==> config.mk <==
export PLATFORM = sky130hd
export DESIGN_NAME = pad_key_remap_autorepeat_core_flat
export DESIGN_NICKNAME = d
export VERILOG_FILES = /design/src/pkra_pkg.sv /design/src/pkra_if.sv /design/src/pkra_typematic.sv /design/src/pad_key_remap_autorepeat_core.sv /design/src/flat_wrapper.sv
export SDC_FILE = /design/constraint.sdc
export NUM_CORES = 1
export LEC_CHECK = 0
export BUFFER_PORTS_ARGS = -buffer_cell sky130_fd_sc_hd__clkbuf_2
export CAP_MARGIN = 30
export CORE_UTILIZATION = 55
export CTS_CLUSTER_DIAMETER = 100
export DETAILED_ROUTE_END_ITERATION = 8
export PLACE_DENSITY = 0.89
export SETUP_SLACK_MARGIN = 0.3
export SYNTH_ARGS = -nofsm -noshare
export SYNTH_HDL_FRONTEND = slang
export SYNTH_HIERARCHICAL = 1
export SYNTH_SLANG_ARGS = --single-unit
==> constraint.sdc <==
create_clock -name clk_i -period 7.6 [get_ports clk_i]
set_input_delay 0 -clock clk_i [delete_from_list [all_inputs] [get_ports clk_i]]
set_output_delay 0 -clock clk_i [all_outputs]
set_load 0.01 [all_outputs]
==> src/pkra_pkg.sv <==
`timescale 1ns / 1ps
`default_nettype none

package pkra_pkg;

  localparam int unsigned NumButtons = 16;
  localparam int unsigned KeyW       = 16;
  localparam int unsigned ByteW      = 8;
  localparam int unsigned CntW       = 8;
  localparam int unsigned ModeW      = 2;
  localparam int unsigned TargetW    = 4;
  localparam int unsigned MapW       = NumButtons * TargetW;
  localparam int unsigned CfgIdxW    = 2;
  localparam int unsigned CfgDataW   = 64;

  localparam logic [ByteW-1:0] PadFailStatus  = 8'hFF;
  localparam logic [ByteW-1:0] PadTypeDigital = 8'h41;

  localparam logic [CntW-1:0] ResetInitialCount = 8'd15;
  localparam logic [CntW-1:0] ResetRepeatCount  = 8'd3;

  localparam logic [CfgIdxW-1:0] RegRemapMode    = 2'd0;
  localparam logic [CfgIdxW-1:0] RegButtonMap    = 2'd1;
  localparam logic [CfgIdxW-1:0] RegInitialCount = 2'd2;
  localparam logic [CfgIdxW-1:0] RegRepeatCount  = 2'd3;

  typedef struct packed {
    logic [ByteW-1:0] pad1_status;
    logic [ByteW-1:0] pad1_type;
    logic [KeyW-1:0]  pad1_raw_keys;
    logic [ByteW-1:0] pad2_status;
    logic [ByteW-1:0] pad2_type;
    logic [KeyW-1:0]  pad2_raw_keys;
    logic             override_active;
    logic [KeyW-1:0]  override_keys;
  } in_item_t;

  typedef struct packed {
    logic [KeyW-1:0] pad1_held;
    logic [KeyW-1:0] pad1_pressed;
    logic [KeyW-1:0] pad1_repeat;
    logic [KeyW-1:0] pad2_held;
    logic [KeyW-1:0] pad2_pressed;
    logic [KeyW-1:0] pad2_repeat;
  } out_item_t;

  typedef struct packed {
    logic step;
    logic changed;
  } tm_ctrl_t;

  typedef struct packed {
    logic [CntW-1:0] initial_count;
    logic [CntW-1:0] repeat_count;
  } tm_cfg_t;

endpackage

`default_nettype wire

==> src/pkra_if.sv <==
`timescale 1ns / 1ps
`default_nettype none

interface pkra_in_if;
  logic               valid;
  logic               ready;
  pkra_pkg::in_item_t data;

  modport source (output valid, output data, input ready);
  modport sink (input valid, input data, output ready);
endinterface

interface pkra_out_if;
  logic                valid;
  logic                ready;
  pkra_pkg::out_item_t data;

  modport source (output valid, output data, input ready);
  modport sink (input valid, input data, output ready);
endinterface

`default_nettype wire

==> src/pkra_typematic.sv <==
`timescale 1ns / 1ps
`default_nettype none

module pkra_typematic (
  input  wire logic               clk_i,
  input  wire logic               rst_ni,
  input  wire pkra_pkg::tm_ctrl_t ctrl_i,
  input  wire pkra_pkg::tm_cfg_t  cfg_i,
  output logic                    fire_o
);

  logic [pkra_pkg::CntW-1:0] cnt_q, cnt_d;
  logic                      rep_q, rep_d;

  always_comb begin
    cnt_d  = cnt_q;
    rep_d  = rep_q;
    fire_o = 1'b0;
    if (ctrl_i.step) begin
      if (ctrl_i.changed) begin
        cnt_d = '0;
        rep_d = 1'b0;
      end else if (rep_q) begin
        if (cnt_q == cfg_i.repeat_count) begin
          cnt_d  = '0;
          fire_o = 1'b1;
        end else begin
          cnt_d = cnt_q + 1'b1;
        end
      end else if (cnt_q == cfg_i.initial_count) begin
        cnt_d = '0;
        rep_d = 1'b1;
      end else begin
        cnt_d = cnt_q + 1'b1;
      end
    end
  end

  always_ff @(posedge clk_i or negedge rst_ni) begin
    if (!rst_ni) begin
      cnt_q <= '0;
      rep_q <= 1'b0;
    end else begin
      cnt_q <= cnt_d;
      rep_q <= rep_d;
    end
  end

endmodule

`default_nettype wire

==> src/pad_key_remap_autorepeat_core.sv <==
`timescale 1ns / 1ps
`default_nettype none

// Each beat passes from the input register to the result register; a stalled result holds it back.
// Throughput: one beat per cycle while results are taken; input register, typematic logic, result register.
// The input side keeps accepting while a result waits, until both stages are full.
// Reset clears the pipeline, the per-pad key history, counters and the pad 2 repeat
// word, and returns the registers to remap off, empty map, counts of 15 and 3.

module pad_key_remap_autorepeat_core (
  input  wire logic                            clk_i,
  input  wire logic                            rst_ni,
  pkra_in_if.sink                              in_i,
  pkra_out_if.source                           out_o,
  input  wire logic                            cfg_we_i,
  input  wire logic [pkra_pkg::CfgIdxW-1:0]    cfg_idx_i,
  input  wire logic [pkra_pkg::CfgDataW-1:0]   cfg_data_i
);

  localparam int unsigned KeyW = pkra_pkg::KeyW;

  function automatic logic [KeyW-1:0] decode_pad(logic [pkra_pkg::ByteW-1:0] status,
                                                 logic [pkra_pkg::ByteW-1:0] ptype,
                                                 logic [KeyW-1:0] raw);
    logic [KeyW-1:0] keys;
    keys = ~raw;
    if (status == pkra_pkg::PadFailStatus || ptype != pkra_pkg::PadTypeDigital) begin
      keys = '0;
    end
    return keys;
  endfunction

  function automatic logic [KeyW-1:0] remap_keys(logic [KeyW-1:0] keys,
                                                 logic [pkra_pkg::MapW-1:0] map);
    logic [KeyW-1:0] res;
    res = '0;
    for (int i = 0; i < pkra_pkg::NumButtons; i++) begin
      if (keys[i]) begin
        res[map[i*pkra_pkg::TargetW +: pkra_pkg::TargetW]] = 1'b1;
      end
    end
    return res;
  endfunction

  logic [pkra_pkg::ModeW-1:0] remap_mode_q;
  logic [pkra_pkg::MapW-1:0]  button_map_q;
  pkra_pkg::tm_cfg_t          tm_cfg_q;

  always_ff @(posedge clk_i or negedge rst_ni) begin
    if (!rst_ni) begin
      remap_mode_q           <= '0;
      button_map_q           <= '0;
      tm_cfg_q.initial_count <= pkra_pkg::ResetInitialCount;
      tm_cfg_q.repeat_count  <= pkra_pkg::ResetRepeatCount;
    end else if (cfg_we_i) begin
      unique case (cfg_idx_i)
        pkra_pkg::RegRemapMode: begin
          remap_mode_q <= cfg_data_i[pkra_pkg::ModeW-1:0];
        end
        pkra_pkg::RegButtonMap: begin
          button_map_q <= cfg_data_i[pkra_pkg::MapW-1:0];
        end
        pkra_pkg::RegInitialCount: begin
          tm_cfg_q.initial_count <= cfg_data_i[pkra_pkg::CntW-1:0];
        end
        pkra_pkg::RegRepeatCount: begin
          tm_cfg_q.repeat_count <= cfg_data_i[pkra_pkg::CntW-1:0];
        end
        default: begin
        end
      endcase
    end
  end

  logic                in_v_q;
  pkra_pkg::in_item_t  in_q;
  logic                out_v_q;
  pkra_pkg::out_item_t out_q, out_d;
  logic                out_free;
  logic                adv;

  assign out_free   = !out_v_q || out_o.ready;
  assign adv        = in_v_q && out_free;
  assign in_i.ready = !in_v_q || adv;

  logic [KeyW-1:0] last1_q, last2_q, rep2_q, rep2_d;
  logic [KeyW-1:0] k1_raw, k1, k2, p1, p2;
  logic            ch1, ch2, fire1, fire2;
  pkra_pkg::tm_ctrl_t tm1_ctrl, tm2_ctrl;

  always_comb begin
    if (in_q.override_active) begin
      k1_raw = in_q.override_keys;
    end else begin
      k1_raw = decode_pad(in_q.pad1_status, in_q.pad1_type, in_q.pad1_raw_keys);
    end
    if (remap_mode_q != '0 && !in_q.override_active) begin
      k1 = remap_keys(k1_raw, button_map_q);
    end else begin
      k1 = k1_raw;
    end
    k2  = decode_pad(in_q.pad2_status, in_q.pad2_type, in_q.pad2_raw_keys);
    p1  = k1 & ~last1_q;
    p2  = k2 & ~last2_q;
    ch1 = k1 != last1_q;
    ch2 = k2 != last2_q;
  end

  assign tm1_ctrl = '{step: adv, changed: ch1};
  assign tm2_ctrl = '{step: adv, changed: ch2};

  pkra_typematic u_tm1 (
    .clk_i  (clk_i),
    .rst_ni (rst_ni),
    .ctrl_i (tm1_ctrl),
    .cfg_i  (tm_cfg_q),
    .fire_o (fire1)
  );

  pkra_typematic u_tm2 (
    .clk_i  (clk_i),
    .rst_ni (rst_ni),
    .ctrl_i (tm2_ctrl),
    .cfg_i  (tm_cfg_q),
    .fire_o (fire2)
  );

  // Pad 2 keeps its previous repeat word, plus new presses, on a frame where its keys change.
  always_comb begin
    if (ch2) begin
      rep2_d = rep2_q | p2;
    end else begin
      rep2_d = (fire2 ? k2 : '0) | p2;
    end
    out_d.pad1_held    = k1;
    out_d.pad1_pressed = p1;
    out_d.pad1_repeat  = (fire1 ? k1 : '0) | p1;
    out_d.pad2_held    = k2;
    out_d.pad2_pressed = p2;
    out_d.pad2_repeat  = rep2_d;
  end

  always_ff @(posedge clk_i or negedge rst_ni) begin
    if (!rst_ni) begin
      in_v_q  <= 1'b0;
      out_v_q <= 1'b0;
      last1_q <= '0;
      last2_q <= '0;
      rep2_q  <= '0;
    end else begin
      if (in_i.ready) begin
        in_v_q <= in_i.valid;
      end
      if (out_free) begin
        out_v_q <= adv;
      end
      if (adv) begin
        last1_q <= k1;
        last2_q <= k2;
        rep2_q  <= rep2_d;
      end
    end
  end

  always_ff @(posedge clk_i) begin
    if (in_i.valid && in_i.ready) begin
      in_q <= in_i.data;
    end
    if (adv) begin
      out_q <= out_d;
    end
  end

  assign out_o.valid = out_v_q;
  assign out_o.data  = out_q;

endmodule

`default_nettype wire

==> src/flat_wrapper.sv <==
// flat-port wrapper written by rule: the top's interface ports become plain ports
module pad_key_remap_autorepeat_core_flat 
  (clk_i, rst_ni, cfg_we_i, cfg_idx_i, cfg_data_i, in_i_valid, in_i_data, in_i_ready, out_o_valid, out_o_data, out_o_ready);
  pkra_in_if in_i_i ();
  pkra_out_if out_o_i ();
  input  wire logic clk_i;
  input  wire logic rst_ni;
  input  wire logic cfg_we_i;
  input  wire logic [pkra_pkg::CfgIdxW-1:0] cfg_idx_i;
  input  wire logic [pkra_pkg::CfgDataW-1:0] cfg_data_i;
  input wire logic [$bits(in_i_i.valid)-1:0] in_i_valid;
  input wire logic [$bits(in_i_i.data)-1:0] in_i_data;
  output wire logic [$bits(in_i_i.ready)-1:0] in_i_ready;
  output wire logic [$bits(out_o_i.valid)-1:0] out_o_valid;
  output wire logic [$bits(out_o_i.data)-1:0] out_o_data;
  input wire logic [$bits(out_o_i.ready)-1:0] out_o_ready;
  assign in_i_i.valid = in_i_valid;
  assign in_i_i.data = in_i_data;
  assign in_i_ready = in_i_i.ready;
  assign out_o_valid = out_o_i.valid;
  assign out_o_data = out_o_i.data;
  assign out_o_i.ready = out_o_ready;
  pad_key_remap_autorepeat_core u_core (.clk_i(clk_i), .rst_ni(rst_ni), .in_i(in_i_i), .out_o(out_o_i), .cfg_we_i(cfg_we_i), .cfg_idx_i(cfg_idx_i), .cfg_data_i(cfg_data_i));
endmodule
==> impl_metrics.toml <==
[pwr]
power_leakage_uw = 0.00819
p_per_area_mw_per_mm2 = 258
vdd_drop_max_mv = 0.164

[drt]
drt_first_pass_iters = 6
route.detailed.drc = 0
drt_iter0_drc = 1896
vias = 13967
wire_per_inst_um = 29.4
drtAntennaViolNets = 0
wl_mm = 62.0
via_per_inst = 6.61

[global_route]
antenna_found_initial = 3
grt_max_degree = 98
grt_pass1_wl_mm = 88.8
grt_pass1_vias = 14081
grtUsageTotal_pct = 41.7
gr-total-overflow = 0

[yosys]
synth_cells = 1313
seq_area_frac_synth_pct = 57.1
synth_area_leaders = "edfxtp_1 (33%), dfrtp_1 (23%), mux2_2 (7.8%), a22oi_1 (2.8%), ha_1 (2.7%)"
synth.most_common_cell = "edfxtp_1"
syn-num-nets = 1499
synth_ff_type = "edfxtp_1"
synth.distinct_cells = 80
synthTopCellsByCount = "edfxtp_1 (177), dfrtp_1 (144), mux2_2 (110)"
synth.largest_area_cell = "edfxtp_1"
synth_warnings = 6
syn_avg_cell_area_um2 = 12.1
synthArstFlopShare_pct = 45.9
synthesis.area_mm2 = 0.0159
synth_top_area_share_pct = 33.4
synth_edf_count = 177
ys_seq_elements = 327

[sta]
fmax_mhz = 201
finalClockSkew_ns = 0.0307
min_period_ns = 4.98
slew_violations = 0
slew_headroom_pct = 25.8
final-hold-violation-count = 0
tightest_slew_ns = 1.11
period_share_pct = 65.5
rsz0062_at_grt = "false"
fin_setup_tns_ns = 0
finalSetupViolations = 0

[cts]
h-tree-depth = 2
clkLatencyLatePin_ns = 0.54
path_clk_slew_ns = 0.06
root_buffer = "clkbuf_16"
hold_buffers = 152
clock_path_buffers = 3
numClockSinks = 327
cts_buffers = 35
cts_resized = 0
cts_tree = "done"
cts_setup_buffers = 0

[place]
hpwl_mm = 42.0
routabilityCongestion = 1.09
io_buffer_count = 249
postPlaceCellArea_mm2 = 0.0175

[die]
rows = 61
die_w_um = 172
io_pins = 250
die_y_um = 172
coreArea_mm2 = 0.0281
start_util_pct = 56.6
die_area_mm2 = 0.0296

[setup_path]
worst_ep_arrival_time_ns = 5.31
reg2regPathDepth = 16
crit_buf_inv = 4
cp-endpoint = "u_core/out_o.data[62]$_DFFE_PP_"
crit_path_max_incr_delay_ns = 0.73
worst_ep_required_time_ns = 7.93
r2r_start = "u_core/in_q[80]$_DFFE_PP_"
slowest_stage = "nor2_1"
critical_path_class = "flip-flop to flip-flop"
reg2reg_to = "u_core/out_o.data[62]$_DFFE_PP_"
path_depth = 16
critPathCaptureType = "flip-flop"
path_delay_family = "simple AND/OR/NAND/NOR gates"
path_max_fanout = 20
startpoint = "u_core/in_q[80]$_DFFE_PP_"
crit_chain = "nand4_1 -> nor2_1 -> or2_1 -> buf_16 -> nor4b_1 -> o31ai_1 -> inv_1 -> ha_1 -> nand4_1 -> or4_1 -> nor3_2 -> buf_4 -> inv_1 -> nor2_1 -> a31oi_1 -> o21ai_0"
start_kind = "flip-flop"
rrSetupSlack_ns = 2.62

[min_path]
worst_hold_path_type = "primary input to async pin"

[layout]
nFillCells = 1859
final_cell_area_mm2 = 0.0202
nNetsFinal = 1893
syn2layout_area_growth_pct = 26.8
drive_gt1_share_pct = 26.1

[outcome]
status = "finished clean"

[job]
maxCapViolations = 0
[layout make-up]
class	instances	area [um2]	share of cell area (%)
Antenna cell	1	2.50	0.0124
Clock buffer	49	948	4.70
Clock inverter	14	166	0.825
Inverter	52	200	0.992
Multi-Input combinational cell	871	6360	31.5
Sequential cell	327	9080	45.0
Tap cell	378	473	2.34
Timing Repair Buffer	420	2940	14.6
[cell families after synthesis]
| logic type | Yosys count | synth area share, % |
|---|---|---|
| AND/OR/NAND/NOR | 441 | 15.5 |
| flip-flops | 327 | 57.1 |
| AO/OA/AOI/OAI | 249 | 11.9 |
| buffers and inverters | 115 | 2.93 |
| multiplexers | 115 | 8.11 |
| adder cells (fa/ha/maj) | 34 | 2.67 |
| XOR/XNOR | 32 | 1.86 |
[through the flow]
step / std cells / power, uW / util [%] / hold slack [ns] / setup WS [ns]
final: 2112 / 5210 / 71.8 / 0.103 / 2.62
after global routing: 2112 / 5350 / 71.8 / 0.179 / 2.54
after CTS: 2111 / 5110 / 71.8 / 0.140 / 2.84
after detailed placement: 1896 / 3380 / 62.4 / 0.109 / 2.93
after global placement: 1890 / 3360 / 62.2 / 0.103 / 2.49
after floorplan: 1313 / 2940 / - / -0.296 / 2.05
[state kept, by name (all words and copies together) (netlist names)]
| register | flops |
|---|---|
| u_core/out_o.data | 96 |
| u_core/in_q | 81 |
| u_core/button_map_q | 64 |
| u_core/last1_q | 16 |
| u_core/last2_q | 16 |
| u_core/rep2_q | 16 |
| u_core/tm_cfg_q | 16 |
| u_core/u_tm1/cnt_q | 8 |
| u_core/u_tm2/cnt_q | 8 |
| u_core/remap_mode_q | 2 |
| u_core/in_v_q | 1 |
| u_core/out_o.valid | 1 |
| u_core/u_tm1/rep_q | 1 |
| u_core/u_tm2/rep_q | 1 |
[routing by layer]
layer,global-route usage (%),vias up,routed length [um]
met2,71.2,1106,30200
met3,8.42,241,5940
met4,24.2,2,4000
li1,-,5811,-
met1,48.9,6807,21900
met5,0,-,11
[cell usage in the layout, fill, tap and decap left out, types with 5 or more instances in the layout]
master,synthesis,layout
o21ai_0,28,28
a32oi_1,10,10
o41ai_1,6,6
o32ai_1,10,10
dfrtp_1,144,144
clkbuf_16,0,35
dfstp_2,6,6
or3_1,8,8
nor2b_1,47,47
nand4_1,46,46
nor3b_1,33,33
o31ai_1,12,12
buf_4,1,14
clkbuf_1,49,12
clkbuf_2,0,248
a21o_1,12,12
a31oi_1,13,13
nand2b_1,13,13
and3b_1,6,6
o22a_1,7,7
a22o_1,5,5
a22oi_1,59,59
edfxtp_1,177,177
nand3b_1,16,16
xnor2_1,30,30
mux2_2,110,110
nor3_1,40,40
and3_1,5,5
nor2_1,66,66
o22ai_1,13,13
dlygate4sd3_1,0,152
nand2_1,84,84
inv_1,51,51
nor4b_1,5,5
ha_1,34,34
a21oi_1,16,16
a221o_1,16,16
and2_1,9,8
nor4_1,5,5
nand3_1,37,37
[worst min-delay path by stage]
| stage | slack [ns] | depth (start not counted) | to |
|---|---|---|---|
| floorplan | -0.30 | 0 | u_core/button_map_q[0]$_DFFE_PN0P_ |
| global placement | 0.10 | 1 | u_core/button_map_q[18]$_DFFE_PN0P_ |
| detailed placement | 0.11 | 1 | u_core/button_map_q[18]$_DFFE_PN0P_ |
| CTS | 0.14 | 2 | u_core/button_map_q[22]$_DFFE_PN0P_ |
| global route | 0.18 | 2 | u_core/in_q[47]$_DFFE_PP_ |
| finish | 0.10 | 2 | u_core/out_o.valid$_DFFE_PN0P_ |
[where the power goes]
part	switching [uW]	total, uW	leakage, uW	internal (uW)
registers	288	2400	0.00359	2110
clock network	751	1710	0.000537	956
logic	655	1110	0.00407	456
(Power assumes the default switching activity.)
